<file path="src/odt_pkg.sv">
// ============================================================================
// odt_pkg - shared types and constants of the overlap depth tracker
// Item format passed from the front classifier to the back sequencer.
// ============================================================================
`default_nettype none

package odt_pkg;

   localparam int TIME_W     = 64;
   localparam int COUNT_W    = 8;
   localparam int RSP_DATA_W = 24;
   localparam int FIFO_SLOTS = 2;

   // One classified event start, as queued between front and back.
   typedef struct packed {
      logic [TIME_W-1:0] start_stamp;
      logic              final_event;
      logic              order_error;
   } odt_item_type;

endpackage

`default_nettype wire

</file>
<file path="src/odt_back.sv">
// ============================================================================
// odt_back - expiry sequencer and result stage
// Pops expired starts from the start store one per cycle, appends the new
// start if in order and room remains, and drives the registered result beat.
// ============================================================================
`default_nettype none

module odt_back #(
   parameter int STORE_DEPTH = 256
) (
   input  wire                              clock,
   input  wire                              reset,
   input  wire  [odt_pkg::TIME_W-1:0]       duration,
   input  wire                              item_avail,
   output logic                             item_pop,
   input  odt_pkg::odt_item_type            item,
   output logic                             store_wr_en,
   output logic [$clog2(STORE_DEPTH)-1:0]   store_wr_addr,
   output logic [odt_pkg::TIME_W-1:0]       store_wr_data,
   output logic [$clog2(STORE_DEPTH)-1:0]   store_rd_addr,
   input  wire  [odt_pkg::TIME_W-1:0]       store_rd_data,
   output logic                             rsp_tvalid,
   input  wire                              rsp_tready,
   output logic [odt_pkg::RSP_DATA_W-1:0]   rsp_tdata,
   output logic                             rsp_tlast
);

   localparam int AW = $clog2(STORE_DEPTH);
   localparam int HW = $clog2(STORE_DEPTH + 1);
   localparam int CW = odt_pkg::COUNT_W;
   localparam int TW = odt_pkg::TIME_W;

   typedef enum logic [1:0] {
      ST_IDLE,
      ST_EXPIRE,
      ST_FINISH
   } state_type;

   state_type             state_ff;
   odt_pkg::odt_item_type item_ff;
   logic [AW-1:0]         oldest_ff;
   logic [AW-1:0]         newest_ff;
   logic [HW-1:0]         held_ff;
   logic [CW-1:0]         peak_ff;
   logic                  rsp_valid_ff;
   logic [CW-1:0]         open_ff;
   logic [CW-1:0]         peak_out_ff;
   logic                  overflow_ff;
   logic                  order_err_ff;
   logic                  done_ff;

   logic [AW-1:0]         oldest_next;
   logic [AW-1:0]         newest_next;
   logic [TW:0]           expiry_time;
   logic                  expired;
   logic                  slot_free;
   logic                  finish_fire;
   logic                  store_full;
   logic                  saturate;
   logic [CW-1:0]         open_val;
   logic [CW-1:0]         peak_val;

   assign oldest_next = (oldest_ff == AW'(STORE_DEPTH - 1)) ? '0 : oldest_ff + 1'b1;
   assign newest_next = (newest_ff == AW'(STORE_DEPTH - 1)) ? '0 : newest_ff + 1'b1;

   // A held start is expired once start plus duration reaches the new start.
   assign expiry_time = {1'b0, store_rd_data} + {1'b0, duration};
   assign expired     = expiry_time <= {1'b0, item_ff.start_stamp};

   assign slot_free   = !rsp_valid_ff || rsp_tready;
   assign finish_fire = (state_ff == ST_FINISH) && slot_free;
   assign store_full  = held_ff >= HW'(STORE_DEPTH);
   assign saturate    = (HW + CW)'(held_ff) > (HW + CW)'((1 << CW) - 1);
   assign open_val    = saturate ? {CW{1'b1}} : CW'(held_ff);
   assign peak_val    = (open_val > peak_ff) ? open_val : peak_ff;

   assign item_pop = (state_ff == ST_IDLE) && item_avail;

   always_comb begin
      store_rd_addr = oldest_ff;
      if (state_ff == ST_EXPIRE && expired) begin
         store_rd_addr = oldest_next;
      end
   end

   assign store_wr_en   = (state_ff == ST_FINISH) && slot_free &&
                          !item_ff.order_error && !store_full;
   assign store_wr_addr = newest_ff;
   assign store_wr_data = item_ff.start_stamp;

   assign rsp_tvalid = rsp_valid_ff;
   assign rsp_tlast  = done_ff;
   assign rsp_tdata  = {{(odt_pkg::RSP_DATA_W - 2 * CW - 2){1'b0}},
                        order_err_ff, overflow_ff, peak_out_ff, open_ff};

   always_ff @(posedge clock) begin
      if (reset) begin
         state_ff     <= ST_IDLE;
         oldest_ff    <= '0;
         newest_ff    <= '0;
         held_ff      <= '0;
         peak_ff      <= '0;
         rsp_valid_ff <= 1'b0;
      end else begin
         if (finish_fire) begin
            rsp_valid_ff <= 1'b1;
         end else if (rsp_tready) begin
            rsp_valid_ff <= 1'b0;
         end
         case (state_ff)
            ST_IDLE: begin
               if (item_avail) begin
                  item_ff <= item;
                  if (item.order_error || held_ff == '0) begin
                     state_ff <= ST_FINISH;
                  end else begin
                     state_ff <= ST_EXPIRE;
                  end
               end
            end
            ST_EXPIRE: begin
               if (expired) begin
                  oldest_ff <= oldest_next;
                  held_ff   <= held_ff - 1'b1;
                  if (held_ff == HW'(1)) begin
                     state_ff <= ST_FINISH;
                  end
               end else begin
                  state_ff <= ST_FINISH;
               end
            end
            ST_FINISH: begin
               if (slot_free) begin
                  done_ff      <= item_ff.final_event;
                  if (item_ff.order_error) begin
                     open_ff      <= '0;
                     peak_out_ff  <= peak_ff;
                     overflow_ff  <= 1'b0;
                     order_err_ff <= 1'b1;
                  end else begin
                     open_ff      <= open_val;
                     peak_out_ff  <= peak_val;
                     peak_ff      <= peak_val;
                     overflow_ff  <= store_full;
                     order_err_ff <= 1'b0;
                     if (!store_full) begin
                        newest_ff <= newest_next;
                        held_ff   <= held_ff + 1'b1;
                     end
                  end
                  state_ff <= ST_IDLE;
               end
            end
            default: begin
               state_ff <= ST_IDLE;
            end
         endcase
      end
   end

endmodule

`default_nettype wire

</file>
<file path="config.mk">
export PLATFORM = sky130hd
export DESIGN_NAME = odt_back
export DESIGN_NICKNAME = d
export VERILOG_FILES = /design/src/odt_pkg.sv /design/src/odt_back.sv
export SDC_FILE = /design/constraint.sdc
export NUM_CORES = 1
export LEC_CHECK = 0
export BUFFER_PORTS_ARGS = -buffer_cell sky130_fd_sc_hd__buf_2
export CAP_MARGIN = 20
export CORE_MARGIN = 2
export CORE_UTILIZATION = 56
export CTS_CLUSTER_DIAMETER = 100
export DETAILED_ROUTE_END_ITERATION = 10
export HOLD_SLACK_MARGIN = 0.06
export PLACE_DENSITY = 0.84
export SLEW_MARGIN = 20
export SYNTH_ARGS = -nofsm -noshare
export SYNTH_HDL_FRONTEND = slang
export SYNTH_SLANG_ARGS = --single-unit
</file>
<file path="constraint.sdc">
create_clock -name clock -period 13.9 [get_ports clock]
set_input_delay 2.085 -clock clock [delete_from_list [all_inputs] [get_ports clock]]
set_output_delay 2.085 -clock clock [all_outputs]
set_load 0.03 [all_outputs]
</file>
* Word-level counts from Yosys, hierarchy flattened
Cells that the tools add are included.
** Storage, ports and cells
- Output and inout bits :: 108
- Input port bits :: 198
- Word-level logic and storage cells :: 78
- Flip-flop bits (word level) :: 121
** Cells by class
- Add/sub/neg operators :: 5
- Muxes and demuxes :: 20
- Bitwise operators :: 3
- Reductions and logical operators :: 21
- $lt $le $gt $ge :: 4
- Eq/ne operators :: 11
** Operators by type and width (number)
- adder 64 x 64 -> 65 bit :: 1
- <= comparator 65 x 64 -> 1 bit :: 1
- two-way mux 8 bit :: 6
- two-way mux 9 bit :: 4
- case mux 9 bit (2 select lines) :: 1
- adder 8 x 1 -> 8 bit (second input constant) :: 2
- == test 8 bit (second input constant) :: 2
- two-way mux 2 bit :: 5
- != test 2 bit (second input constant) :: 5
- adder 9 x 1 -> 9 bit (second input constant) :: 1
- == test 9 x 1 -> 1 bit (second input constant) :: 1
- greater-or-equal comparator 9 bit (second input constant) :: 1
- greater-than comparator 9 x 8 -> 1 bit (second input constant) :: 1
- zero test 9 bit :: 1
- AND reduction 3 bit :: 3
- subtractor 9 x 1 -> 9 bit (second input constant) :: 1
- greater-than comparator 8 bit :: 1
- case mux 2 bit (3 select lines) :: 1
- logical AND 1 bit :: 5
- AND reduction 5 bit :: 1
- AND reduction 2 bit :: 2
- AND reduction 4 bit :: 1
- nonzero test 2 bit :: 2
- zero test 1 bit :: 3
- 7 further kinds :: 12

* Depth between registers and ports, before layout
- Word-level depth :: 5
- Depth in mapped cells :: 22
- Depth with buffers taken out :: 21

* Least setup slack after synthesis
Ideal clock, no wire load.
- Kind :: input-to-output
- From :: input port duration[0] (netlist name)
- To :: output port store_rd_addr[4]
- Stages :: 21
- Buffers on the path :: 0
- Required time :: 11.815 ns
- Path slack :: 4.913 ns
- Data arrival time :: 6.902 ns
- Path through :: ha_1 > fa_1 > a211oi_1 > o21ai_1 > o21ai_0 > a211oi_1 > o211ai_1 > and2_1 > o41ai_2 > a211oi_1 > o311ai_1 > ha_1 > a21o_1 > a21o_1 > a211oi_1 > o2111ai_1 > o21a_1 > a211o_1 > nor3b_1 > nand3_1 > xnor2_1
** On the way
- Word-level cells in the longest chain between the ends :: 4
** RTL lines
- from (decl) :: RTL line odt_back.sv:13 : input wire [odt_pkg::TIME_W-1:0] duration,
- adder 64 x 64 -> 65 bit :: RTL line odt_back.sv:67 : assign expiry_time = {1'b0, store_rd_data} + {1'b0, duration};
- <= comparator 65 x 64 -> 1 bit :: RTL line odt_back.sv:68 : assign expired = expiry_time <= {1'b0, item_ff.start_stamp};
- logical AND 1 bit :: RTL line odt_back.sv:81 : if (state_ff == ST_EXPIRE && expired) begin
- two-way mux 8 bit :: RTL line odt_back.sv:81
- to (decl) :: RTL line odt_back.sv:20 : output logic [$clog2(STORE_DEPTH)-1:0] store_rd_addr,
Every way passes these cells.

* Final worst setup path
- From :: input port duration[0] (netlist name)
- To :: output port store_rd_addr[7]
The elaborated chain is that of the path after synthesis.

==> flow_summary_export.csv <==
group,metric,value,unit
global_route,grt-ovfl-total,0,
floorplanning,die_area,20700,um^2
worst_setup_path,r2r_end,"peak_ff[4]",
sta,drv_slew,0,
sta,timing.fmax,97.6,MHz
floorplanning,core,19300,um^2
hold_path,hold_class,"reg -> reg",
power_and_ir_drop,p_leak,6.03,nW
cts,post_cts_buffers,0,
routing,ant_nets,0,
sta,grt_setup_unrepaired,"no",
power_and_ir_drop,pwr_density_cell,138,nW/um^2
cts,cts-buffers-inserted,17,
worst_setup_path,startpoint,"duration[0]",
hold_path,holdPathStages,0,
final_layout,fin_nets,1822,
sta,period_minus_slack,10.24,ns
synth,yosysSeqAreaShare,29.8,%
routing,via_count,10200,
sta,hold_viol,0,
cts,clk-insertion-delay-late,0.43,ns
global_route,grt_pass1_vias,9861,
place,port_buffers,299,
worst_setup_path,timing.rr.start,"held_ff[0]",
synth,netlist_area,11000,um^2
synth,synth_cell_types,69,
cts,postCtsResizedCells,0,
final_layout,fin_util,65.7,%
worst_setup_path,critical_path_class,"in -> out",
floorplanning,die_w,144,um
power_and_ir_drop,ir_drop,0.158,mV
worst_setup_path,crit_path_start_kind,"primary input",
final_layout,area_growth,15.8,%
cts,clockBufferDepth,2,
worst_setup_path,regToRegSetupSlack,10.27,ns
final_layout,drive_gt1_share,24.6,%
run_status,status,"finished clean",
hold_path,min_delay_worst_endpoint,"rsp_tlast",
cts,cts_tree,"yes",
routing,wire_per_inst,17.1,um
worst_setup_path,endpoint_kind,"primary output",
global_route,grt_max_degree,67,
cts,hold_buffers,0,
final_layout,nFillCells,1646,
worst_setup_path,r2r_cells,15,
sta,setup-violations-final,0,
synth,synth_edf_count,85,
cts,clock_tree.htree_level_count,4,
routing,drc,0,
global_route,grt_pass1_wl,46800,um
sta,worstMarginPinSlew,0.979,ns
sta,period_share,73.7,%
place,gp_congestion,0.951,
worst_setup_path,critPathArrivalTime,8.16,ns
synth,syn_inst,1267,
sta,max-slew-margin-rel,34.7,%
global_route,grtUsageTotal,28.6,%
routing,drtIter0Drc,600,
floorplanning,rows,51,
synth,async_flop_share,0,%
global_route,antenna_found_initial,6,
routing,via_per_inst,5.79,
cts,clk_pin_slew_worst_paths,0.07,ns
floorplanning,die_y,144,um
floorplanning,start_util,56.8,%
routing,first_pass_iters,5,
cts,root_buffer,"clkbuf_16",
final_layout,stdcell_count,1762,
synth,avgSynthCellArea,8.66,um^2
worst_setup_path,required,11.81,ns
synth,synthFlopType,"edfxtp_1",
floorplanning,ioPinCount,306,
synth,yosysWarnings,0,
hold_path,worstHoldStart,"item_ff[1]",
routing,wirelength,30100,um
worst_setup_path,worst-path-max-fanout,11,
cts,numClockSinks,121,
sta,finClkSkew,0.0150,ns
place,dp_cells,1727,
place,dp_hpwl,23800,um
job,drv_cap,0,
sta,fin_setup_tns,0,ns
synth,ys_ff_latch,121,
-- how the worst max path moves through the flow --
stage                        to  depth (start not counted)  slack (ns)
6_report       store_rd_addr[7]                         23        3.66
5_1_grt        store_rd_addr[7]                         23        3.28
4_1_cts        store_rd_addr[7]                         23        3.76
3_5_place_dp   store_rd_addr[7]                         23        3.80
3_3_place_gp   store_rd_addr[7]                         23        3.91
2_1_floorplan  store_rd_addr[4]                         21        4.91
-- critical path, cell delays in order --
cell and delay [ns]:
buf_2 0.10, ha_1 0.24, fa_1 0.42, a211oi_1 0.26
o21ai_1 0.17, o21ai_0 0.44, nand3_1 0.26, a21oi_1 0.22
o21ai_0 0.21, a21oi_1 0.44, or4b_2 0.21, nand3_1 0.07
ha_1 0.30, nand4_1 0.12, nor4_1 0.38, nor3b_1 0.28
a31oi_1 0.13, and2_1 0.18, a211o_1 0.35, or2_1 0.41
or4_1 0.56, nand2_1 0.10, buf_2 0.20
-- flip-flops by register name, indices dropped and copies added (netlist names), 8 cells and up --
register	flops
open_ff	8
oldest_ff	8
held_ff	9
store_wr_addr	8
store_wr_data	64
peak_out_ff	8
peak_ff	8
-- per-layer routing --
metal	vias to the layer above	part of all wire, %	GRT usage (%)	wire, um
li1	4990	-	-	-
met1	4726	41	34.3	12500
met2	408	48	49.7	14600
met5	-	0.13	0	38
met4	6	3.0	11.5	895
met3	69	7.1	6.26	2150
-- layout make-up --
type	instances	area (um^2)	share of cell area, %
Clock inverter	15	145	1.14
Multi-Input combinational cell	936	6630	52.1
Antenna cell	3	7.51	0.0591
Clock buffer	17	425	3.35
Sequential cell	121	3270	25.8
Inverter	104	390	3.07
Tap cell	265	332	2.61
Timing Repair Buffer	301	1510	11.9
-- where the power goes --
part / switching [mW] / internal (mW) / leakage, nW
clock network: 0.205 / 0.238 / 0.273
logic: 0.483 / 0.320 / 4.68
registers: 0.0466 / 0.458 / 1.08
total: 0.735 / 1.02 / 6.03
-- Yosys cell counts (18+ instances only) --
cell / number / area (um^2)
nor2b_1: 18 / 113
ha_1: 142 / 1780
xor2_1: 23 / 201
o21ai_0: 53 / 265
nor2_1: 73 / 274
xnor2_1: 40 / 350
edfxtp_1: 85 / 2550
clkbuf_1: 30 / 113
nand3_1: 38 / 190
a21oi_1: 123 / 616
buf_4: 72 / 541
nor3_1: 20 / 100
nand2_1: 94 / 353
inv_1: 104 / 390
nand4_1: 27 / 169
dfxtp_1: 36 / 721
a21o_1: 51 / 383
-- kinds of logic (layout without fill, tap and decap cells) --
logic type	after synthesis	after routing	share of synthesized area [%]
xor+xnor	63	63	5.03
fa+ha+maj	143	143	16.4
simple gates	354	354	16.1
compound gates	352	352	20.7
flops	121	121	29.8
other cells	1	9	0.0342
buf+inv	215	437	10.0
mux	18	18	1.89
-- stage by stage --
stage	hold WS, ns	setup WS, ns	instance area, um^2	power (mW)
floorplan	0.400	4.91	11000	1.13
global placement	0.402	3.91	12100	1.28
detailed placement	0.418	3.80	12100	1.30
CTS	0.433	3.76	12700	1.75
global route	0.441	3.28	12700	1.87
finish	0.434	3.66	12700	1.75
-- cells in the final DEF (no fill, tap or decap), drive strengths merged, types with 6 or more instances in the layout --
cell type	instances
a21oi	123
a31oi	10
nor2b	18
conb	6
o21a	10
and2	9
nand3	38
or3	13
nand4	27
dfxtp	36
nor3	21
or4	6
nor4	8
a211oi	17
xor2	23
inv	115
a221oi	7
or2	9
nor3b	8
o21ai	54
nand2	94
o211ai	11
a21o	51
edfxtp	85
nor2	73
clkbuf	17
and3	16
o31ai	10
mux2	13
ha	142
buf	301
o21bai	17
xnor2	40
(Power assumes the default switching activity.)
