==> config.mk <==
export PLATFORM = sky130hd
export DESIGN_NAME = odt_front
export DESIGN_NICKNAME = d
export VERILOG_FILES = /design/src/odt_pkg.sv /design/src/odt_front.sv
export SDC_FILE = /design/constraint.sdc
export NUM_CORES = 1
export LEC_CHECK = 0
export ABC_AREA = 1
export BUFFER_PORTS_ARGS = -buffer_cell sky130_fd_sc_hd__buf_2
export CORE_MARGIN = 2
export CORE_UTILIZATION = 45
export DETAILED_ROUTE_END_ITERATION = 16
export PLACE_DENSITY = 0.7
export REMOVE_ABC_BUFFERS = 1
export SLEW_MARGIN = 20
export SYNTH_ARGS = -nofsm -noshare
export SYNTH_HDL_FRONTEND = slang
export SYNTH_SLANG_ARGS = --single-unit
export TNS_END_PERCENT = 10
==> constraint.sdc <==
create_clock -name clock -period 2 [get_ports clock]
set_clock_uncertainty 0.15 [all_clocks]
set_input_delay 0.2 -clock clock [delete_from_list [all_inputs] [get_ports clock]]
set_output_delay 0.2 -clock clock [all_outputs]
set_load 0.05 [all_outputs]
==> src/odt_pkg.sv <==
// ============================================================================
// odt_pkg - shared types and constants of the overlap depth tracker
// Item format passed from the front classifier to the back sequencer.
// ============================================================================
`default_nettype none

package odt_pkg;

   localparam int TIME_W     = 64;
   localparam int COUNT_W    = 8;
   localparam int RSP_DATA_W = 24;
   localparam int FIFO_SLOTS = 2;

   // One classified event start, as queued between front and back.
   typedef struct packed {
      logic [TIME_W-1:0] start_stamp;
      logic              final_event;
      logic              order_error;
   } odt_item_type;

endpackage

`default_nettype wire

==> src/odt_front.sv <==
// ============================================================================
// odt_front - input acceptance and ordering check
// Flags starts that precede the last accepted in-order start and keeps the
// last in-order timestamp.
// ============================================================================
`default_nettype none

module odt_front (
   input  wire                          clock,
   input  wire                          reset,
   input  wire                          req_tvalid,
   output logic                         req_tready,
   input  wire  [odt_pkg::TIME_W-1:0]   req_tdata,
   input  wire                          req_tlast,
   input  wire                          queue_full,
   output logic                         push_valid,
   output odt_pkg::odt_item_type        push_item
);

   logic [odt_pkg::TIME_W-1:0] prev_time_ff;
   logic [odt_pkg::TIME_W-1:0] prev_time_in;
   logic                       late;

   assign req_tready = !queue_full;
   assign push_valid = req_tvalid && req_tready;
   assign late       = req_tdata < prev_time_ff;

   always_comb begin
      push_item.start_stamp = req_tdata;
      push_item.final_event = req_tlast;
      push_item.order_error = late;
      prev_time_in = prev_time_ff;
      if (push_valid && !late) begin
         prev_time_in = req_tdata;
      end
   end

   always_ff @(posedge clock) begin
      if (reset) begin
         prev_time_ff <= '0;
      end else begin
         prev_time_ff <= prev_time_in;
      end
   end

endmodule

`default_nettype wire

# After elaboration in Yosys (flattened, before gate mapping)
# Index checks and enable logic that the tools add are counted.
[op_classes] order_cmp=1 reduce_logical=4
[op_table] op="64-bit < comparator" n=1
[op_table] op="1-bit logical AND" n=2
[op_table] op="1-bit zero test" n=2
[word_totals] reg_bits=64 elab_cells=6

# Depth between registers and ports, before layout
# Gate-level depths: netlist of run 1.
[depth] ltp_word=3 depth_mapped=19 ltp_nobuf=17

# Least setup slack after synthesis of run 1
# OpenSTA, ideal clock, no wires.
[synth_timing] kind="reg2out" from="reg prev_time_ff[55] (netlist bit)" to="out push_item[0] (netlist bit)" arrival_time_ns=1.828 required_ns=1.650 slack_ns=-0.178 path_stages_with_launch=15 path_buffers=3 cell_sequence="dfxtp_1 inv_1 ha_1 nand2_1 nor2_2 inv_2 nor2_1 nand2_1 nor4b_2 nand2_1 nand2_2 buf_4 buf_6 inv_1 buf_4"
[synth_via] elab_chain_cells=1
[synth_rtl] element="start, declared" line="odt_front.sv:20" text="logic [odt_pkg::TIME_W-1:0] prev_time_ff;"
[synth_rtl] element="start signal, assigned" line="odt_front.sv:42" text="prev_time_ff <= prev_time_in;"
[synth_rtl] element="64-bit < comparator" line="odt_front.sv:26" text="assign late = req_tdata < prev_time_ff;"
[synth_rtl] element="end, declared" line="odt_front.sv:17" text="output odt_pkg::odt_item_type push_item"
# Every way passes these cells.

==> results of run 1 <==
==> Yosys cell counts (3+ instances only) <==
cell and number:
buf_4 67, nand2_1 112, nor2_1 81, nand4_1 8, o21ai_0 8, buf_6 12
a21oi_1 93, ha_1 63, buf_1 7, inv_1 140, inv_2 3, dfxtp_1 64
nand3_1 70, clkbuf_1 13, nor3_1 3
==> logic make-up after synthesis <==
family | count (synthesis) | synth area share
flops | 64 | 0.2552
buf+inv | 243 | 0.2500
fa+ha+maj | 63 | 0.1570
compound gates | 104 | 0.1052
simple gates | 277 | 0.2326
==> metal layers <==
metal / routed length (µm) / share of wire / vias to the layer above / GRT usage
met5: 0 / 0 / - / 0
met4: 82 / 0.0078 / 0 / 0.04882
met3: 358 / 0.034 / 6 / 0.02312
met2: 4799 / 0.46 / 83 / 0.2932
met1: 5266 / 0.50 / 2018 / 0.2275
li1: - / - / 2500 / -
==> layout make-up <==
type,count,area (µm²)
clock buffers,12,165.2
clock inverters,4,75.07
fillers,1088,4533
inverters,143,536.8
multi-input cells,444,2779
flip-flops and latches,64,1299
well taps,140,175.2
repair buffers,193,1277
==> cell usage in the layout, fill, tap and decap left out <==
| cell type | netlist | routed |
|---|---|---|
| nor2_4 | 0 | 3 |
| clkinvlp_4 | 0 | 2 |
| clkbuf_8 | 0 | 12 |
| nand2_2 | 1 | 7 |
| buf_6 | 12 | 3 |
| a21o_1 | 1 | 1 |
| a211oi_2 | 0 | 1 |
| inv_1 | 140 | 132 |
| a21oi_1 | 93 | 78 |
| clkbuf_16 | 0 | 1 |
| buf_4 | 67 | 45 |
| nand3_2 | 0 | 2 |
| o21ai_0 | 8 | 8 |
| nor3_1 | 3 | 3 |
| bufinv_16 | 0 | 2 |
| buf_8 | 0 | 1 |
| ha_4 | 0 | 13 |
| o21a_1 | 1 | 1 |
| dfxtp_2 | 0 | 14 |
| buf_2 | 1 | 133 |
| nand2_1 | 112 | 104 |
| nand2_4 | 0 | 2 |
| inv_2 | 3 | 11 |
| nor4b_4 | 0 | 1 |
| nor2_2 | 1 | 1 |
| a21oi_2 | 0 | 15 |
| dfxtp_1 | 64 | 50 |
| nor2_1 | 81 | 78 |
| buf_12 | 0 | 10 |
| nand3_1 | 70 | 68 |
| nand4_1 | 8 | 8 |
| ha_1 | 63 | 50 |
==> worst max-delay path: stages (launching register included) <==
cell and delay, ns:
dfxtp_1 0.33, inv_1 0.04, ha_1 0.30, a21oi_2 0.16, o21ai_0 0.09, nand2_1 0.06
nand3_1 0.09, a21oi_2 0.17, nand2_2 0.07, nand2_2 0.08, nand2_4 0.06, inv_2 0.06
buf_8 0.14
==> where the power goes <==
group	leakage, nW	switching, mW	internal (mW)	total [mW]
clock network	0.115	0.518	0.805	1.32
logic	2.56	0.928	0.623	1.55
registers	0.531	0.0510	1.38	1.43
==> how the worst max path moves through the flow <==
stage | cells past startpoint | from | end | slack, ns
finish | 12 | prev_time_ff[19]$_SDFFE_PP0P_ | push_item[0] | -0.33
global route | 12 | prev_time_ff[19]$_SDFFE_PP0P_ | push_item[0] | -0.48
CTS | 12 | prev_time_ff[62]$_SDFFE_PP0P_ | push_item[0] | -0.40
detailed placement | 14 | prev_time_ff[55]$_SDFFE_PP0P_ | prev_time_ff[36]$_SDFFE_PP0P_ | -0.33
global placement | 10 | prev_time_ff[61]$_SDFFE_PP0P_ | push_item[0] | -0.28
floorplan | 4 | req_tvalid | prev_time_ff[0]$_SDFFE_PP0P_ | -3.42
==> through the flow <==
step	setup TNS (ns)	worst slack [ns]	hold slack [ns]	instance area (µm²)	power [mW]
after floorplan	-222.98	-3.416	0.2500	4302	2.114
after global placement	-13.90	-0.2752	0.2503	5705	2.846
after detailed placement	-18.58	-0.3324	0.2503	5705	2.862
after CTS	-23.15	-0.3969	0.03552	6125	4.274
after global routing	-26.55	-0.4754	0.05907	6307	4.599
final	-15.10	-0.3349	0.05511	6307	4.308
==> what timing repair did <==
item	CTS	global route
pin swaps	17	17
endpoints found under the setup margin	65	65
resized for setup	40	33
buffers inserted	2	0
cloned	0	1
==> qor.txt, run 1 <==
Post-synth EDFFs - 0
terminus of the critical flop-to-flop path - prev_time_ff[13]$_SDFFE_PP0P_
final hold violation count - 0
endpoint type of the worst setup path - primary output
n_diodes - 0
Post-Route WL - 10,510 µm
# setup viols final - 65
drt initial violations - 152
number of buffers added on ports - 134
cells on worst reg2reg path - 15
row count - 38
Die X - 109.6 µm
result of the run - finished, violations left
final weighted congestion in routability-driven placement - 0.7864
timing-limited maximum frequency - 428.3 MHz
slew at the pin closest to its max-slew limit - 0.4766 ns
cell depth of the worst min-delay path - 5
leading area contributor after synthesis - dfxtp_1
Slew HR - 0.6815
setup repair after global routing missed its margin - yes
Worst Setup Path Type - flop to primary output
relative area change from synthesis to final layout - 25.65%
post-route setup slack - -0.3349 ns
starting utilization of the core area - 0.4631
clock sinks - 64
pin count of the biggest net entering global routing - 38
DIE HEIGHT - 109.6 µm
wire per inst - 10.51 µm
Yosys cell types - 22
register with the highest flop count - prev_time_ff
maximum root-to-sink buffer count - 2
post-route insts no fill - 1,000
Tightest Hold Check Type - input pin to flop
global-route wire length before repair - 16,730 µm
WP data required - 1.65 ns
max cap viols - 0
half-perimeter wire length after detailed placement - 7796 µm
static leakage power - 3.201 nW
Period minus WS final - 2.335 ns
synthesis warning total - 0
H-Tree Depth - 3
clock-pin slew of the registers on the worst-case setup and hold paths - 0.08 ns
Final Max Slew Viols - 0
number of flip-flops under the largest register name - 64
Worst Hold Path EP - prev_time_ff[57]$_SDFFE_PP0P_
Post-Syn Area per Cell - 6.684 µm²
io pins - 137
flop2flop setup slack - -0.26 ns
placed cells - 981
Post-Syn Area - 5020 µm²
number of buffers created by CTS - 9
failing checks - setup timing
sequential share of the synthesized area - 0.2552
arrival time of the worst setup path - 1.98 ns
Async SR Flop Fraction - 0
post-synth top area share - 0.2552
total congestion overflow - 0
GRT Util Overall - 0.1722
initial antenna violation count - 0
post-detailed-route DRC marker count - 0
total core area - 10,840 µm²
via count - 4,607
share of cells above drive strength 1 - 0.3244
vias in the first global route - 3,894
1st-pass router iterations - 4
die footprint - 12,020 µm²
Synth Instances - 751
clock insertion delay at the later pin of the skew report - 0.33 ns
clock tree from TritonCTS - yes
number of buffers inserted for hold repair after clock tree synthesis - 0
maximum resistive drop on vdd - 0.0003401 V
flop and latch count out of synthesis - 64
Crit Path Max Fanout - 2
launch instance of the worst register-to-register path - prev_time_ff[53]$_SDFFE_PP0P_
Avg Vias per Cell - 4.607
Final ANT Viol Nets - 0
registers with the most flip-flops - prev_time_ff: 64 flops
worst hold path startpoint - req_tdata[57]
pwr/cell area - 683.0 nW/µm²
cell at the root of the clock tree - clkbuf_8
Layout Utilization - 0.5818
dominant cells by area after synthesis - dfxtp_1 26%, ha_1 16%, inv_1 10%, buf_4 10%, a21oi_1 9.3%
Tcrit/Tclk final - 1.167
top flip-flop cell by instance count after synthesis - dfxtp_1
Total Nets Final - 987
Worst Setup Start Kind - flop
(Power assumes the default switching activity.)
==> run 2: changes to the inputs <==
==> constraint.sdc (replaced) <==
create_clock -name clock -period 2 [get_ports clock]
set_clock_uncertainty 0.15 [all_clocks]
set_input_delay 0.3 -clock clock [delete_from_list [all_inputs] [get_ports clock]]
set_output_delay 0.3 -clock clock [all_outputs]
set_load 0.05 [all_outputs]
==> run 2 against run 1 <==
The run still ends with setup timing left. Cell area is 1.6% lower. Total power fell by 6.6%. Via count rose by 0.91%. Sequential share of layout area rose by 0.42 points. Flip-flop and latch count unchanged. Combinational power barely moved.
==> qor.txt, run 2 (same netlist as run 1, synthesis figures left out) <==
result of the run - finished, violations left
failing checks - setup timing
number of buffers added on ports - 134 (unchanged)
starting utilization of the core area - 0.4631 (unchanged)
row count - 38 (unchanged)
Tightest Hold Check Type - input pin to flop
post-detailed-route DRC marker count - 0 (unchanged)
Critical Path Slowest Stage Cell - dfxtp_2
post-route insts no fill - 999 (-0.10%)
n_diodes - 0 (unchanged)
Layout fillers - 1,083 (-0.46%)
Worst Setup Path Type - flop to primary output
half-perimeter wire length after detailed placement - 7472 µm (-4.2%)
io pins - 137 (unchanged)
clock tree from TritonCTS - yes
worst hold path startpoint - req_tdata[39]
final hold violation count - 0 (unchanged)
post-route setup slack - -0.4215 ns (-0.08654 ns)
vias in the first global route - 3,963 (+1.8%)
max cap viols - 0 (unchanged)
final total negative setup slack - -20.99 ns (-5.891 ns)
drt initial violations - 165 (+8.6%)
largest incremental delay on the critical path - 0.34 ns (about the same)
registers with the most flip-flops - prev_time_ff: 64 flops
clock sinks - 64 (unchanged)
setup repair after global routing missed its margin - yes
Layout Utilization - 0.5724 (-0.009465)
global-route wire length before repair - 17,100 µm (+2.2%)
total congestion overflow - 0 (unchanged)
Period minus WS final - 2.421 ns (+0.08654 ns)
DIE HEIGHT - 109.6 µm (unchanged)
Avg Vias per Cell - 4.654 (+1.0%)
pin count of the biggest net entering global routing - 69 (+82%)
relative area change from synthesis to final layout - 23.60%
number of buffers created by CTS - 9 (unchanged)
initial antenna violation count - 0 (unchanged)
Total Nets Final - 986 (-0.10%)
maximum root-to-sink buffer count - 2 (unchanged)
H-Tree Depth - 3 (unchanged)
Post-Route WL - 11,070 µm (+5.4%)
Crit Path Max Fanout - 2 (unchanged)
Die X - 109.6 µm (unchanged)
endpoint type of the worst setup path - primary output
most common cell type on the critical path - inv_2
maximum resistive drop on vdd - 0.0004303 V (+27%)
arrival time of the worst setup path - 1.97 ns (about the same)
total core area - 10,840 µm² (unchanged)
GRT Util Overall - 0.1753 (+0.003087)
launch instance of the worst register-to-register path - prev_time_ff[63]$_SDFFE_PP0P_
final weighted congestion in routability-driven placement - 0.7596 (-3.4%)
cell at the root of the clock tree - clkbuf_8
cells traversed along the worst timing path - inv_2 > ha_4 > nand2_2 > inv_2 > nand3_2 > nor2_2 > nand2_2 > buf_6 > buf_4 > inv_4 > a21oi_4 > nand2_4 > inv_2 > buf_8
placed cells - 977 (-0.41%)
pwr/cell area - 648.8 nW/µm² (-5.0%)
Worst Setup Start Kind - flop
clock-pin slew of the registers on the worst-case setup and hold paths - 0.07 ns (about the same)
startpoint of the most critical setup path - prev_time_ff[63]$_SDFFE_PP0P_
Slew HR - 0.7601 (+0.07858)
# setup viols final - 65 (unchanged)
timing-limited maximum frequency - 413.0 MHz (-3.6%)
static leakage power - 3.161 nW (-1.2%)
slew at the pin closest to its max-slew limit - 0.3590 ns (-0.1176 ns)
most frequent cells in the layout - 133 x inv_1, 133 x buf_2, 102 x nand2_1
total power consumption of the routed design - 4.026 mW (-6.6%)
Final ANT Viol Nets - 0 (unchanged)
clock insertion delay at the later pin of the skew report - 0.33 ns (about the same)
die footprint - 12,020 µm² (unchanged)
dominant delay contributor by cell family on the critical path - buffers and inverters
Tcrit/Tclk final - 1.211 (+0.04327)
1st-pass router iterations - 4 (unchanged)
CP Buf/Inv Count - 7 (+4)
Final Max Slew Viols - 0 (unchanged)
number of flip-flops under the largest register name - 64 (unchanged)
share of cells above drive strength 1 - 0.3236 (-0.0007865)
via count - 4,649 (+0.91%)
register with the highest flop count - prev_time_ff
WP data required - 1.55 ns (-0.10 ns)
setup slack after placement - -0.4104 ns (-0.07793 ns)
wire per inst - 11.08 µm (+5.5%)
run 2: cell types whose count changed in the layout (fill, tap and decap cells not counted), moves of 3 or more:
cell | previous run | this run
dfxtp_2 | 14 | 18
clkinv_2 | 0 | 3
buf_12 | 10 | 3
buf_4 | 45 | 50
a21oi_1 | 78 | 84
dfxtp_1 | 50 | 46
a21oi_2 | 15 | 8
run 2: timing repair:
| item | CTS | global route |
|---|---|---|
| resized for setup | 37 | 41 |
| setup endpoints to repair | 65 | 65 |
| pin swaps | 13 | 21 |
| setup buffers | 4 | 0 |
| hold buffers | 0 | 0 |
| gates cloned | 0 | 2 |
run 2: through the flow:
stage,cell area (µm²),hold WS (ns)
floorplan,4302,0.3016
global route,6205,0.1649
finish,6205,0.1599
global placement,5588,0.3085
detailed placement,5588,0.3175
CTS,5961,0.1451
run 2: area by class of cell:
cell class	count	area (µm²)	share of cell area
multi-input combinational	444	2786	0.4491
clock buffer	13	168.9	0.02722
clock inverter	3	15.01	0.002420
tap	140	175.2	0.02823
timing repair buffer	192	1216	0.1960
sequential	64	1304	0.2101
inverter	143	539.3	0.08691
run 2: worst register-to-register path, cell delays in order, from the launching register on:
cell	delay, ns
dfxtp_2	0.34
inv_2	0.05
ha_4	0.27
nand2_2	0.06
inv_2	0.06
nand3_2	0.06
nor2_2	0.12
nand2_2	0.10
buf_6	0.13
buf_4	0.13
inv_4	0.05
a21oi_4	0.05
nand2_4	0.07
buf_4	0.20
buf_6	0.22
nand3_1	0.10
nand2_1	0.07
nor2_1	0.04
run 2: where the power goes:
| group | leakage (nW) | total (mW) | internal [mW] | switching, mW |
|---|---|---|---|---|
| Sequential | 0.533 | 1.43 | 1.38 | 0.0499 |
| Combinational | 2.53 | 1.55 | 0.602 | 0.945 |
| Clock | 0.0992 | 1.04 | 0.547 | 0.498 |
run 2: routing by layer:
| layer | vias to the layer above | global-route usage | wire length, µm |
|---|---|---|---|
| met4 | 0 | 0.04611 | 106 |
| met1 | 2055 | 0.2372 | 5384 |
| li1 | 2495 | - | - |
| met2 | 89 | 0.2906 | 5132 |
| met3 | 10 | 0.02727 | 448 |
| met5 | - | 0 | 0 |
run 2: worst paths after layout:
path | end | slack (ns) | cells after the start
hold reg to reg | prev_time_ff[41]$_SDFFE_PP0P_ | 0.32 | 2
setup / recovery | push_item[0] | -0.42 | 14
setup reg to reg | prev_time_ff[46]$_SDFFE_PP0P_ | -0.36 | 17
hold / removal | prev_time_ff[39]$_SDFFE_PP0P_ | 0.16 | 5
