--- src/odt_pkg.sv ---
// ============================================================================
// odt_pkg - shared types and constants of the overlap depth tracker
// Item format passed from the front classifier to the back sequencer.
// ============================================================================
`default_nettype none

package odt_pkg;

   localparam int TIME_W     = 64;
   localparam int COUNT_W    = 8;
   localparam int RSP_DATA_W = 24;
   localparam int FIFO_SLOTS = 2;

   // One classified event start, as queued between front and back.
   typedef struct packed {
      logic [TIME_W-1:0] start_stamp;
      logic              final_event;
      logic              order_error;
   } odt_item_type;

endpackage

`default_nettype wire

--- src/odt_queue.sv ---
// ============================================================================
// odt_queue - short item queue between front and back
// Register-based FIFO that lets the front keep accepting while the back works.
// ============================================================================
`default_nettype none

module odt_queue (
   input  wire                    clock,
   input  wire                    reset,
   input  wire                    push_valid,
   input  odt_pkg::odt_item_type  push_item,
   output logic                   full,
   output logic                   pop_avail,
   input  wire                    pop,
   output odt_pkg::odt_item_type  pop_item
);

   localparam int DEPTH = odt_pkg::FIFO_SLOTS;
   localparam int AW    = $clog2(DEPTH);
   localparam int CW    = $clog2(DEPTH + 1);

   odt_pkg::odt_item_type slot_ff [DEPTH];
   logic [AW-1:0] wr_ptr_ff;
   logic [AW-1:0] wr_ptr_in;
   logic [AW-1:0] rd_ptr_ff;
   logic [AW-1:0] rd_ptr_in;
   logic [CW-1:0] count_ff;
   logic [CW-1:0] count_in;
   logic          do_pop;

   assign full      = count_ff == CW'(DEPTH);
   assign pop_avail = count_ff != '0;
   assign pop_item  = slot_ff[rd_ptr_ff];
   assign do_pop    = pop && pop_avail;

   always_comb begin
      wr_ptr_in = wr_ptr_ff;
      rd_ptr_in = rd_ptr_ff;
      count_in  = count_ff;
      if (push_valid) begin
         wr_ptr_in = (wr_ptr_ff == AW'(DEPTH - 1)) ? '0 : wr_ptr_ff + 1'b1;
      end
      if (do_pop) begin
         rd_ptr_in = (rd_ptr_ff == AW'(DEPTH - 1)) ? '0 : rd_ptr_ff + 1'b1;
      end
      if (push_valid && !do_pop) begin
         count_in = count_ff + 1'b1;
      end else if (do_pop && !push_valid) begin
         count_in = count_ff - 1'b1;
      end
   end

   always_ff @(posedge clock) begin
      if (push_valid) begin
         slot_ff[wr_ptr_ff] <= push_item;
      end
   end

   always_ff @(posedge clock) begin
      if (reset) begin
         wr_ptr_ff <= '0;
         rd_ptr_ff <= '0;
         count_ff  <= '0;
      end else begin
         wr_ptr_ff <= wr_ptr_in;
         rd_ptr_ff <= rd_ptr_in;
         count_ff  <= count_in;
      end
   end

endmodule

`default_nettype wire

--- config.mk ---
export PLATFORM = sky130hd
export DESIGN_NAME = odt_queue
export DESIGN_NICKNAME = d
export VERILOG_FILES = /design/src/odt_pkg.sv /design/src/odt_queue.sv
export SDC_FILE = /design/constraint.sdc
export NUM_CORES = 1
export LEC_CHECK = 0
export BUFFER_PORTS_ARGS = -buffer_cell sky130_fd_sc_hd__clkbuf_2
export CELL_PAD_IN_SITES_DETAIL_PLACEMENT = 2
export CELL_PAD_IN_SITES_GLOBAL_PLACEMENT = 2
export CORE_UTILIZATION = 40
export DETAILED_ROUTE_END_ITERATION = 10
export PLACE_DENSITY_LB_ADDON = 0.1
export SETUP_SLACK_MARGIN = 0.02
export SKIP_CTS_REPAIR_TIMING = 1
export SLEW_MARGIN = 25
export SYNTH_ARGS = -nofsm -noshare
export SYNTH_HDL_FRONTEND = slang
export SYNTH_SLANG_ARGS = --single-unit
--- constraint.sdc ---
create_clock -name clock -period 8 [get_ports clock]
set_input_delay 0 -clock clock [delete_from_list [all_inputs] [get_ports clock]]
set_output_delay 0 -clock clock [all_outputs]
set_load 0.02 [all_outputs]
== After elaboration in Yosys (flattened, before gate mapping) ==
Memories as Yosys holds them, arrays and structs flattened. A register that Yosys moved wholly into a read port is not among the register bits.
Index checks and enable logic that the tools add are counted.

* Flip-flop bits (word level): 4
* Memory bits (writable): 132
* Logic and storage cells: 24
* Memories kept: 1

* Add/subtract/negate cells: 4
* Equality and inequality tests: 1
* Muxes and demuxes: 8
* Reductions and logical operators: 7

{| class="wikitable"
|+ Memory list
! name !! words !! bits a word !! rd ports !! clocked after Yosys merged registers in !! write ports !! RTL line !! text
|-
| slot_ff || 2 || 66 || 1 || 1 || 1 || odt_queue.sv:22 || <nowiki>odt_pkg::odt_item_type slot_ff [DEPTH];</nowiki>
|}

{| class="wikitable"
|+ Operators with widths
! operator !! number
|-
| $mux W1 || 6
|-
| $mux W2 || 2
|-
| $reduce_bool A2 Y1 || 2
|-
| $logic_and A1 B1 Y1 || 3
|-
| $add A1 B1 Y1 const B || 2
|-
| $add A2 B1 Y2 const B || 1
|-
| $eq A2 B2 Y1 const B || 1
|-
| $logic_not A1 Y1 || 2
|-
| $sub A2 B1 Y2 const B || 1
|}

== Depth between registers and ports, before layout ==
Gate-level depths: netlist (run 1).

* Depth in word-level cells: 5
* Gate-level depth with buffers: 5

== Least setup slack after synthesis (run 1) ==
OpenSTA, ideal clock, no wires.

* Kind: flip-flop to flip-flop
* Start point: reg wr_ptr_ff
* End point: mem slot_ff[0][0] (netlist bit), enable pin
* Setup time: 0.498 ns
* Arrival time: 3.261 ns
* Data required time: 7.502 ns
* Slack: 4.241 ns
* Cell stages (with the launch flop): 2
* Buffers on the path: 0
* Period minus slack after synthesis: 3.759 ns
* Cells stage by stage: dfxtp_1 nor2b_1

{| class="wikitable"
|+ RTL lines
! item !! RTL line !! text
|-
| start, declared || odt_queue.sv:23 || <nowiki>logic [AW-1:0] wr_ptr_ff;</nowiki>
|-
| start signal, assigned || odt_queue.sv:65 || <nowiki>wr_ptr_ff <= wr_ptr_in;</nowiki>
|-
| end, declared || odt_queue.sv:22 ||
|}

Straight into the memory's write port.

== Final worst setup path (run 1) ==
* Start point: reg wr_ptr_ff
* End point: mem slot_ff[0][2] (netlist bit), enable pin

Straight into the memory's write port.

==> metrics.txt, run 1 <==
global-route wire length before repair=15.1 mm; dpl hpwl=6.28 mm; Vias=2831; Max VDD drop=0.202 mV; FP Rows=40; fraction of layout cells with a size suffix above 1=51.4%; IO Port Bufs=137; Slew headroom=37.3%; Residual DRC=0; Die X=114 um; Cell Pwr Density=298 mW/mm^2; GRT Util Overall=16.7%; hold slack=0.0490 ns; worst-path fanout max=37; setup violators final=0; Max Cap Viol=0; via/cell ratio=4.53; Starting Density=41.3%; commonest cells after routing, fill and taps aside=clkbuf_2, edfxtp_1, dlygate4sd3_1; FMAX=488 MHz; Tcrit/Tclk final=25.6%; top cell type by total area after synthesis=edfxtp_1; WL per Instance=18.4 um; DIE AREA=0.0129 sq mm; fin nets=516; initial antenna violation count=0; post-synth top area share=79.6%; Net Count, Synth=298; H-tree depth=4; CP Class=flop to flop; critical path capture point type=flop; Slew @ Worst Pin=0.941 ns; die extent in y=114 um; Max clock buf depth=2; FILL cells=1039; final WL=11.5 mm; Detailed Route Iter0 Violations=130; Core ar.=0.0121 sq mm; Final Hold Viols=0; #FFs+latches synth=137; setup TNS=0 ns; total gr overflow=0; CP Data Required Time=8.05 ns; Setup Skew=0.00452 ns; vias in the first global route=2843; # clock sinks=137; Clock Latency Late Sink=0.41 ns; Pins Over Slew Limit=0; antenna fix cells=0; Num CTS Buffers=17; clock-pin slew on the worst setup and hold paths=0.05 ns; post-synthesis cell type count=17; pin count of the biggest net entering global routing=67; Lkg Pwr=2.71 nW; Area growth, synth to finish=41.6%; Mapped Area=0.00498 sq mm; min cycle time layout=2.05 ns; register area share after synthesis=81.6%; CTS tree=done; Area contributors post-synth=edfxtp_1, mux2_2, dfxtp_1; status=finished clean; GPL Wtd Cong=0.647; antenna viol nets, final=0; commonest non-fill, non-tap cell in the layout=clkbuf_2; Startpoint Class=flop; clock root buffer master=clkbuf_16; Syn Area/Cell=21.9 sq um; Detailed Routing Iterations Pass 1=4; RSZ-0062 raised after global routing=no; Syn Inst Count=227; Hold WC Path Type=input port to flop; # IOs=138; Data arrival, critical path=2.10 ns; warnings from Yosys=0
## cells in the mapped netlist (all sizes together)
| master | number |
|---|---|
| xnor2 | 1 |
| xor2 | 3 |
| edfxtp | 132 |
| o21ai | 2 |
| and2 | 1 |
| or2 | 1 |
| and2b | 1 |
| nor2b | 1 |
| nor2 | 4 |
| a21oi | 1 |
| ha | 1 |
| dfxtp | 5 |
| buf | 7 |
| mux2 | 66 |
| or3 | 1 |
## state kept, by name, indices dropped and copies added, names as in the netlist, named ones only
signal and cells:
slot_ff 132, count_ff 2, rd_ptr_ff 1, wr_ptr_ff 1
## per-layer routing
metal / vias to the layer above / GRT usage (%) / part of all wire (%)
met5: - / 0 / 0
met4: 0 / 7.89 / 1.3
met3: 16 / 6.75 / 4.7
met2: 86 / 29.6 / 57
met1: 1395 / 17.3 / 37
li1: 1334 / - / -
## path summary, 6_finish.rpt
check	startpoint	endpoint	slack (ns)	cells after the start
worst max-delay path	wr_ptr_ff	slot_ff[0][2]	5.95	2
worst min register to register	rd_ptr_ff	rd_ptr_ff	0.51	2
worst min-delay path	pop	rd_ptr_ff	0.05	4
worst max register to register	wr_ptr_ff	slot_ff[0][2]	5.95	2
## power breakdown
| group | internal [W] | switching [W] |
|---|---|---|
| logic | 0.000220 | 0.000248 |
| registers | 0.000846 | 0.0000723 |
| clock network | 0.000446 | 0.000271 |
| total | 0.00151 | 0.000591 |
## critical path: stages, from the launching register on
cell and delay [ns]:
dfxtp_1 0.35, nor2b_4 0.71, buf_4 0.60
## per-stage QoR
| stage | instance area (sq um) | std cells | setup slack, ns | power (W) | util, % |
|---|---|---|---|---|---|
| CTS | 6370 | 557 | 5.88 | 0.00210 | 52.9 |
| global placement | 5840 | 526 | 5.90 | 0.00137 | 48.4 |
| floorplan | 4980 | 227 | 4.24 | 0.00124 | - |
| finish | 7060 | 625 | 5.95 | 0.00210 | 58.5 |
| detailed placement | 5840 | 526 | 5.89 | 0.00138 | 48.4 |
| global route | 7060 | 625 | 5.83 | 0.00219 | 58.5 |
## cell type report
class | instances | area (sq um) | area share, %
Clock inverter | 14 | 114 | 1.61
Multi-Input combinational cell | 83 | 865 | 12.3
Tap cell | 168 | 210 | 2.98
Clock buffer | 17 | 425 | 6.03
Sequential cell | 137 | 4070 | 57.7
Timing Repair Buffer | 206 | 1370 | 19.5
## kinds of logic after synthesis
group | after synthesis | share of synthesized area (%)
xor+xnor | 4 | 0.703
simple gates | 9 | 0.980
buf+inv | 7 | 1.26
compound gates | 3 | 0.301
fa+ha+maj | 1 | 0.251
flops | 137 | 81.6
mux | 66 | 14.9
(Power assumes the default switching activity.)
==> run 2: changes to the inputs <==
Settings changed: CORE_UTILIZATION 40 to 34.
Clock period 8 ns to 1.7 ns, I/O delays scaled along.
==> metrics.txt, run 2 (synthesis gave the netlist of run 1 again) <==
worst-path fanout max=17; Total Power=0.0100 W; CTS tree=done; Cell Chain, Critical Path=clkbuf_16, mux2_2, buf_2; CP Class=flop to output pin; antenna fix cells=0; worst slack at placement=0.167 ns; fraction of layout cells with a size suffix above 1=51.9%; vias in the first global route=2861; Logic pwr share=28.4%; WL per Instance=17.6 um; GRT Util Overall=14.7%; commonest cells after routing, fill and taps aside=edfxtp_1, clkbuf_2, dlygate4sd3_1; RSZ-0062 raised after global routing=yes; Clk network pwr share=30.4%; Final Hold Viols=0; Setup Skew=0.00583 ns; Lkg Pwr=2.82 nW; CP Data Required Time=1.70 ns; Slew headroom=73.6%; pin count of the biggest net entering global routing=42; FMAX=599 MHz; critical path capture point type=output pin; max FFs per register=132; # clock sinks=137; initial antenna violation count=0; Top reg by flops=slot_ff; Vias=2925; P_sw=0.00283 W; slowest stage delay, CP=0.50 ns; Clock Latency Late Sink=0.41 ns; Pins Over Slew Limit=0; min cycle time layout=1.67 ns; registers with the most flip-flops=slot_ff (132), count_ff (2); Detailed Route Iter0 Violations=115; Starting Density=35.3%; final WL=11.4 mm; Startpoint Class=flop; clock-pin slew on the worst setup and hold paths=0.05 ns; sequential power share=41.2%; Area growth, synth to finish=46.4%; Slew @ Worst Pin=0.395 ns; IO Port Bufs=137; status=finished clean; Cell Pwr Density=1380 mW/mm^2; Max VDD drop=0.889 mV; Layout Cells excl Fill=650; Cell Int Power=0.00721 W; fin nets=530; Detailed Routing Iterations Pass 1=4; total gr overflow=0; placed instance count=543; H-tree depth=4; clock root buffer master=clkbuf_16; Max clock buf depth=2; Residual DRC=0; GPL Wtd Cong=0.624; Core ar.=0.0141 sq mm; setup TNS=0 ns; Num CTS Buffers=17; Die X=123 um; DIE AREA=0.0151 sq mm; FP Rows=43; final setup margin=0.0318 ns; via/cell ratio=4.50; Sw Ratio=28.2%; setup violators final=0; die extent in y=123 um; # IOs=138; commonest non-fill, non-tap cell in the layout=edfxtp_1; global-route wire length before repair=15.6 mm; antenna viol nets, final=0; Tcrit/Tclk final=98.1%; Slowest cell on crit path=dfxtp_4; Hold WC Path Type=input port to flop; Max Cap Viol=0; dpl hpwl=6.99 mm; Data arrival, critical path=1.67 ns; Core Util, Final=51.7%
==> run 2: metal layers <==
metal	vias to the layer above	GRT usage (%)	wire length [um]
met3	13	7.70	840
li1	1361	-	-
met5	-	0	0
met1	1461	15.7	4290
met4	0	5.87	140
met2	90	24.4	6160
==> run 2: path summary, 6_finish.rpt <==
| path | startpoint | end | slack (ns) | depth (start not counted) |
|---|---|---|---|---|
| worst max-delay path | flop | pop_item[13] | 0.03 | 3 |
| worst max register to register | count_ff[0] | count_ff[1] | 0.11 | 4 |
| worst min-delay path | pop | rd_ptr_ff | 0.05 | 4 |
| worst min register to register | rd_ptr_ff | rd_ptr_ff | 0.51 | 2 |
==> run 2: power groups by stage <==
stage,combinational [W],sequential (W),clock (W)
after floorplan,0.00171,0.00410,0
after global placement,0.00238,0.00418,0
after detailed placement,0.00240,0.00420,0
after CTS,0.00242,0.00413,0.00315
after global routing,0.00304,0.00415,0.00326
final,0.00285,0.00413,0.00305
==> run 2: area by class of cell <==
class / instances / area, sq um
fill: 1283 / 6800
clock buffer: 23 / 448
clock inverter: 7 / 30.0
tap: 180 / 225
multi-input combinational: 83 / 902
sequential: 137 / 4070
timing repair buffer: 220 / 1620
==> run 2: metrics by stage <==
step	hold slack, ns	area, sq um
global placement	0.188	5940
global route	0.0660	7290
CTS	-0.245	6420
floorplan	0.0650	4990
detailed placement	0.193	5940
finish	0.0515	7290
==> run 2: critical path, delay by kind of cell (launching register included) <==
family   cells  cell delay, ns
buf+inv      2            0.41
flops        1            0.50
mux          1            0.35
==> run 3: changes to the inputs <==
Settings changed: BUFFER_PORTS_ARGS -buffer_cell sky130_fd_sc_hd__clkbuf_2 to -buffer_cell sky130_fd_sc_hd__buf_2.
==> metrics.txt, run 3 (synthesis gave the netlist of run 1 again) <==
CP Data Required Time=1.70 ns; commonest non-fill, non-tap cell in the layout=buf_2; vias in the first global route=2875; Slew @ Worst Pin=0.409 ns; Num CTS Buffers=17; Max Cap Viol=0; placed instance count=544; FILL cells=1287; RSZ-0062 raised after global routing=no; pin count of the biggest net entering global routing=39; max FFs per register=132; Cell Chain, Critical Path=buf_12, mux2_2, buf_2; FMAX=638 MHz; Cell Pwr Density=1440 mW/mm^2; antenna viol nets, final=0; Pins Over Slew Limit=0; final WL=11.5 mm; Core ar.=0.0141 sq mm; min cycle time layout=1.57 ns; fin nets=522; setup TNS=0 ns; clock root buffer master=clkbuf_16; Layout Cells excl Fill=644; Vias=2881; # clock sinks=137; DIE AREA=0.0151 sq mm; Clock Latency Late Sink=0.41 ns; via/cell ratio=4.47; Setup Skew=0.00494 ns; hold_sp=pop; Die X=123 um; CTS tree=done; Starting Density=35.3%; Top reg by flops=slot_ff; Area growth, synth to finish=45.5%; GRT Util Overall=14.5%; H-tree depth=4; status=finished clean; Max VDD drop=0.795 mV; worst slack at placement=0.139 ns; Residual DRC=0; Data arrival, critical path=1.57 ns; final setup margin=0.132 ns; clock-pin slew on the worst setup and hold paths=0.06 ns; # IOs=138; IO Port Bufs=137; setup violators final=0; total gr overflow=0; Total Power=0.0104 W; worst r2r src=count_ff[0]; Lkg Pwr=2.75 nW; Detailed Route Iter0 Violations=115; Tcrit/Tclk final=92.2%; dpl hpwl=6.98 mm; Max clock buf depth=2; fraction of layout cells with a size suffix above 1=52.8%; Final Hold Viols=0; die extent in y=123 um; WL per Instance=17.8 um; registers with the most flip-flops=slot_ff (132), count_ff (2); Slowest cell on crit path=dfxtp_4; global-route wire length before repair=15.6 mm; critical path capture point type=output pin; Detailed Routing Iterations Pass 1=4; Startpoint Class=flop; commonest cells after routing, fill and taps aside=buf_2, edfxtp_1, dlygate4sd3_1; GPL Wtd Cong=0.623; Slew headroom=72.7%; worst-path fanout max=36; slowest stage delay, CP=0.37 ns; antenna fix cells=0; Hold WC Path Type=input port to flop; CP Class=flop to output pin; initial antenna violation count=0; FP Rows=43
-- run 3: cell types whose count changed in the layout (fill, tap and decap cells not counted), sizes merged --
cell      previous run  this run
buf                 54       144
clkinvlp             0         3
clkinv               7         8
clkbuf             121        17
bufinv               0         4
-- run 3: per-layer routing --
layer	vias up	wire, um	global-route usage [%]
met5	-	0	0
met4	0	141	4.97
met3	9	718	6.69
met2	88	6260	25.3
met1	1432	4350	15.5
li1	1352	-	-
-- run 3: power by group --
group	internal, W	leakage, nW	switching [W]	total [W]
clock network	0.00243	0.291	0.00134	0.00376
logic	0.00114	1.18	0.00142	0.00256
registers	0.00398	1.28	0.0000999	0.00408
-- run 3: path summary, 6_finish.rpt --
kind,to,slack (ns),cells after the start
max reg2reg,count_ff[1],0.16,4
min,rd_ptr_ff,0.04,4
min reg2reg,rd_ptr_ff,0.52,2
max,pop_item[51],0.13,3
-- run 3: critical path: cells and delay by family, from the launching register on --
kind     cells  cell delay, ns
mux          1            0.37
flops        1            0.37
buf+inv      2            0.39
-- run 3: stage by stage --
| step | utilization (%) | instance area, sq um | hold WS, ns |
|---|---|---|---|
| floorplan | - | 4990 | 0.0650 |
| global placement | 42.3 | 5960 | 0.187 |
| detailed placement | 42.3 | 5960 | 0.192 |
| CTS | 46.6 | 6570 | -0.244 |
| global route | 51.4 | 7250 | 0.0919 |
| finish | 51.4 | 7250 | 0.0379 |
-- run 3: area by class of cell --
class                      count  area [sq um]  area share [%]
sequential                   137          4070            56.1
multi-input combinational     83           865            11.9
tap                          180           225            3.11
clock buffer                  17           425            5.87
timing repair buffer         212          1480            20.4
clock inverter                15           183            2.52
